`src/hw/rtl/node_frequency_rank_defines.svh`:
```
// Assertion macros shared by the node frequency rank RTL
`ifndef NODE_FREQUENCY_RANK_DEFINES_SVH
`define NODE_FREQUENCY_RANK_DEFINES_SVH

// same-cycle implication
`define NFR_ASSERT_IMP(lbl, ante, cons) \
   lbl: assert property (@(posedge clock) disable iff (reset) (ante) |-> (cons)) \
      else $error("nfr implication check failed");

// next-cycle implication
`define NFR_ASSERT_NXT(lbl, ante, cons) \
   lbl: assert property (@(posedge clock) disable iff (reset) (ante) |=> (cons)) \
      else $error("nfr next-cycle check failed");

`endif

```
`src/hw/rtl/nfr_ram.sv`:
```
// Generic single-write, single-read RAM with registered read data
module nfr_ram #(
   parameter int WIDTH = 8,
   parameter int DEPTH = 16
) (
   input  logic                     clock,
   input  logic                     wr_en,
   input  logic [$clog2(DEPTH)-1:0] wr_addr,
   input  logic [WIDTH-1:0]         wr_data,
   input  logic [$clog2(DEPTH)-1:0] rd_addr,
   output logic [WIDTH-1:0]         rd_data
);
   logic [WIDTH-1:0] mem_ff [DEPTH];
   logic [WIDTH-1:0] rd_data_ff;

   always_ff @(posedge clock) begin
      if (wr_en) begin
         mem_ff[wr_addr] <= wr_data;
      end
      rd_data_ff <= mem_ff[rd_addr];
   end

   assign rd_data = rd_data_ff;
endmodule

```
`config.mk`:
```
export PLATFORM = sky130hd
export DESIGN_NAME = nfr_ram
export DESIGN_NICKNAME = d
export VERILOG_FILES = /design/src/hw/rtl/node_frequency_rank_defines.svh /design/src/hw/rtl/nfr_ram.sv
export SDC_FILE = /design/constraint.sdc
export NUM_CORES = 1
export LEC_CHECK = 0
export ABC_AREA = 1
export BUFFER_PORTS_ARGS = -buffer_cell sky130_fd_sc_hd__buf_2
export CAP_MARGIN = 20
export CELL_PAD_IN_SITES_DETAIL_PLACEMENT = 0
export CELL_PAD_IN_SITES_GLOBAL_PLACEMENT = 1
export CORE_ASPECT_RATIO = 1.25
export CORE_MARGIN = 2
export CORE_UTILIZATION = 35
export CTS_CLUSTER_DIAMETER = 40
export CTS_CLUSTER_SIZE = 12
export DETAILED_ROUTE_END_ITERATION = 12
export MAX_ROUTING_LAYER = met4
export PLACE_DENSITY = 0.59
export SYNTH_ARGS = -nofsm -noshare
export SYNTH_HDL_FRONTEND = slang
export SYNTH_SLANG_ARGS = --single-unit
export TNS_END_PERCENT = 1
```
`constraint.sdc`:
```
create_clock -name clock -period 1.1 [get_ports clock]
set_input_delay 0.055 -clock clock [delete_from_list [all_inputs] [get_ports clock]]
set_output_delay 0.055 -clock clock [all_outputs]
set_load 0.02 [all_outputs]
```
## After elaboration in Yosys (flattened, before gate mapping)

Memories as Yosys holds them, arrays and structs flattened. A register that Yosys moved wholly into a read port is not among the register bits.
Cells that the tools add are included.

| word-level totals | value |
|---|---|
| register bits | 0 |
| memory bits (writable) | 128 |
| input port bits | 18 |
| output and inout port bits | 8 |
| logic and storage cells | 3 |
| memories | 1 |

| operators by class | value |
|---|---|
| multiplexer cells | 2 |

Memory list:

| memory | depth | width | rd ports | clocked after memory_dff | write ports | line | RTL |
|---|---|---|---|---|---|---|---|
| mem_ff | 16 | 8 | 1 | 1 | 1 | nfr_ram.sv:13 | `logic [WIDTH-1:0] mem_ff [DEPTH];` |

Operator list:

| kind | number |
|---|---|
| 2-to-1 mux 1 bit | 2 |

## Longest topological paths before layout

| logic depth | value |
|---|---|
| word-level depth | 2 |
| gate-level depth with buffers | 8 |

## Worst setup path after synthesis

Ideal clock, no wire load.

| timing path | value |
|---|---|
| kind | in2reg |
| start point | in wr_addr[3] |
| end point | mem mem_ff[4][0] (enable) |
| library setup time | 0.370 ns |
| arrival | 0.636 ns |
| data required time | 0.730 ns |
| path slack | 0.094 ns |
| cell stages on the path | 2 |
| path buffers | 0 |
| path through | nand3b_1 > nor2_1 |

RTL lines:

| what | line | RTL |
|---|---|---|
| start, declared | nfr_ram.sv:8 | `input logic [$clog2(DEPTH)-1:0] wr_addr,` |
| end, declared | nfr_ram.sv:13 |  |

No word-level cell before the write port.

==> impl_summary.md <==
Timing
The setup total negative slack is 0 ns. The headroom to the max-slew limit is 0.723. The peak clock frequency supported by timing is 967 MHz.

In the finished design, the share of the clock period the worst path needs comes to 0.940. Setup repair after global routing left no endpoint under its margin. After layout, the minimum clock period comes to approximately 1.0 ns. Clock skew on the completed layout was measured at between 0.007 and 0.008 ns. The hold violation total from the final report is 0. The count of final setup violators is 0. At the pin with the least slew margin, the transition time is 0.416 ns.

The final-report max-slew violation count was 0.

Drt
In the routed design, unresolved DRC markers number 0. In this run the remaining antenna-violating nets after routing total 0. Before antenna repair, the detailed router went through 5 iterations. After detailed routing, the average wire length per cell comes to between 15 and 20 µm. Using the TritonRoute via totals, the vias-per-cell ratio works out to 4.59. In this run, the number of DRC markers left after iteration 0 of detailed routing was 230. For this block, the routed nets add up to 14200 µm of wire. The total number of vias is 3863.

Power
The net switching power is 0.00270 W. In this run the static leakage power is 3.07 nW. The power density relative to cell area is 1790 nW/µm². The fraction of power spent switching nets is 0.214. The share of total power dissipated in sequential elements is 0.461. The share of total power dissipated in combinational logic is 0.068.

The internal cell power is between 0.009 and 0.01 W. The worst-case IR drop observed on VDD is around 700 µV. The fraction of power consumed by the clock network is 0.470.

Yosys
In this run the mean area of a mapped cell was 10.5 µm². The post-synthesis cell count is about 550. The netlist uses 12 different library cells.

The portion of the post-synthesis area used by sequential elements is 0.694. The flip-flop and latch count after synthesis is approximately 140. In this run the cell area of the synthesized design comes to 5770 µm².

The Yosys step of the flow raised 0 warnings. The number of nets handed over by synthesis was ~570.

Final layout
Of the cells placed in the final design, the portion with a size suffix greater than 1 is 0.158. In the layout the commonest cells are sky130_fd_sc_hd__nand2_1 (173), sky130_fd_sc_hd__edfxtp_1 (128), sky130_fd_sc_hd__inv_1 (100), sky130_fd_sc_hd__nand3_1 (94), sky130_fd_sc_hd__buf_4 (31). The layout net count is 630. The final design utilization is 0.437.

The repair_antennas step left the layout with diodes totalling 0. The leading cell type in the layout, fill and taps excluded is sky130_fd_sc_hd__nand2_1. From synthesis to final layout, the design area changed by 22.3%.

Outcome
The flow ran to the end, and the final reports show no timing, DRC or antenna violations.

Clock tree
The latest clock arrival within the worst-skew pair is 0.42 ns. TritonCTS built the clock tree. Post-CTS timing repair inserted 0 buffers for setup.

After clock tree synthesis, the clock-pin slew on the worst setup and hold paths is 0.06 ns. The H-tree generated during clock tree synthesis spans 4 levels. The CTS sink count is 136.

The tree is rooted in a sky130_fd_sc_hd__clkbuf_16. Counting the buffers created by CTS gives 17. The longest clock path from root to sink contains 2 buffers.

Floorplanning
In this run the vertical extent of the chip is around 150 µm. The horizontal die dimension is around 120 µm. The placeable core area is 16100 µm². The full die area is 17500 µm².

The boundary pin count is 26. Row generation in the floorplan step produced 52 rows. The starting density of the core is 0.357.

Worst setup path
The kind of start point of the critical path is an input port. Along the worst path, the maximum fanout reaches 8. STA classifies the critical path endpoint as a register. The required time at the endpoint of the critical path is 1.45 ns. The critical path class is in -> reg. At the worst endpoint, the arrival time is between 1 and 1.5 ns.

Global route
The total global routing overflow is 0. The via count of the first global-routing pass is 3897. The largest net degree at the start of global routing is 36. The initial antenna violation count came to 0. The all-layer global routing usage is 0.176. The wire length of the first global-routing pass is 21600 µm.

Job
The tool flagged a number of max-cap violations equal to 0.

Placed design
Once detailed placement completed, the half-perimeter wirelength came to around 9300 µm. The count of buffers added on input and output ports is 25. Routability-driven placement finished with a final weighted congestion of 0.767.

Hold path
The worst hold path belongs to the class in -> reg.
-- cell usage after synthesis --
cell | number | area share
sky130_fd_sc_hd__nand2_1 | 173 | 0.11
sky130_fd_sc_hd__inv_2 | 2 | 0.0013
sky130_fd_sc_hd__buf_6 | 6 | 0.012
sky130_fd_sc_hd__nand3b_1 | 2 | 0.0026
sky130_fd_sc_hd__nand3_1 | 97 | 0.084
sky130_fd_sc_hd__buf_1 | 1 | 0.00065
sky130_fd_sc_hd__buf_2 | 13 | 0.011
sky130_fd_sc_hd__buf_4 | 4 | 0.0052
sky130_fd_sc_hd__inv_1 | 100 | 0.065
sky130_fd_sc_hd__edfxtp_1 | 128 | 0.67
sky130_fd_sc_hd__dfxtp_1 | 8 | 0.028
sky130_fd_sc_hd__nor2_1 | 17 | 0.011
-- registers in the layout, indices dropped and copies added, names as in the netlist --
signal / cells
mem_ff: 128
rd_data: 8
-- power by group through the flow --
stage	sequential, W	clock [W]	combinational, W
2_1_floorplan	0.00597	0	0.000409
3_3_place_gp	0.00594	0	0.000865
3_5_place_dp	0.00594	0	0.000871
4_1_cts	0.00583	0.00604	0.000878
5_1_grt	0.00583	0.00626	0.000956
6_report	0.00583	0.00594	0.000864
-- cell families (layout without fill, tap and decap cells) --
family        Yosys count  in the layout  share of synthesized area
simple gates          289            289                      0.210
flops                 136            136                      0.694
buf+inv               126            200                     0.0952
-- worst max-delay path, cell delays in order --
cell and delay [ns]:
sky130_fd_sc_hd__dlygate4sd3_1 0.53, sky130_fd_sc_hd__buf_2 0.15, sky130_fd_sc_hd__inv_1 0.29, sky130_fd_sc_hd__nand3_1 0.23
sky130_fd_sc_hd__nand2_1 0.12
-- worst paths after layout --
check	slack, ns	cells after the start	end	start
max	0.07	5	rd_data[1]	rd_addr[3]
min	0.05	1	mem_ff[11][4]	wr_data[4]
max reg2reg	0.08	6	rd_data[3]	mem_ff[8][3]
min reg2reg	0.66	6	rd_data[7]	mem_ff[11][7]
-- through the flow --
stage                     total power (W)  cell area, µm²  instances  setup WS [ns]  hold WS [ns]
final                              0.0126            7060        841         0.0659        0.0484
after global routing               0.0131            7060        841        0.00690        0.0522
after floorplan                   0.00638            5770        551         0.0942         0.154
after detailed placement          0.00681            6410        808         -0.110         0.375
after CTS                          0.0127            7050        841         0.0262        0.0448
after global placement            0.00680            6410        808         -0.110         0.367
-- timing repair --
action,in CTS,in global routing
setup endpoints to repair,1,2
gates cloned,0,0
gates resized for setup,1,2
endpoints found under the hold margin,1,0
hold buffers,1,0
-- routing by layer --
metal	up-vias	global-route usage	part of all wire	wire [µm]
li1	1898	-	-	-
met4	0	0.0696	0.026	373
met3	18	0.0374	0.037	519
met1	1866	0.204	0.42	5950
met5	-	-	0	0
met2	81	0.300	0.52	7350
-- area by class of cell --
cell class                 count  area (µm²)
multi-input combinational    289        1230
inverter                     102         383
sequential                   136        4000
fill                        1595        9080
clock inverter                12         175
clock buffer                  20         447
timing repair buffer          66         548
tap                          216         270
No activity file was read; power rests on OpenSTA's default activity.
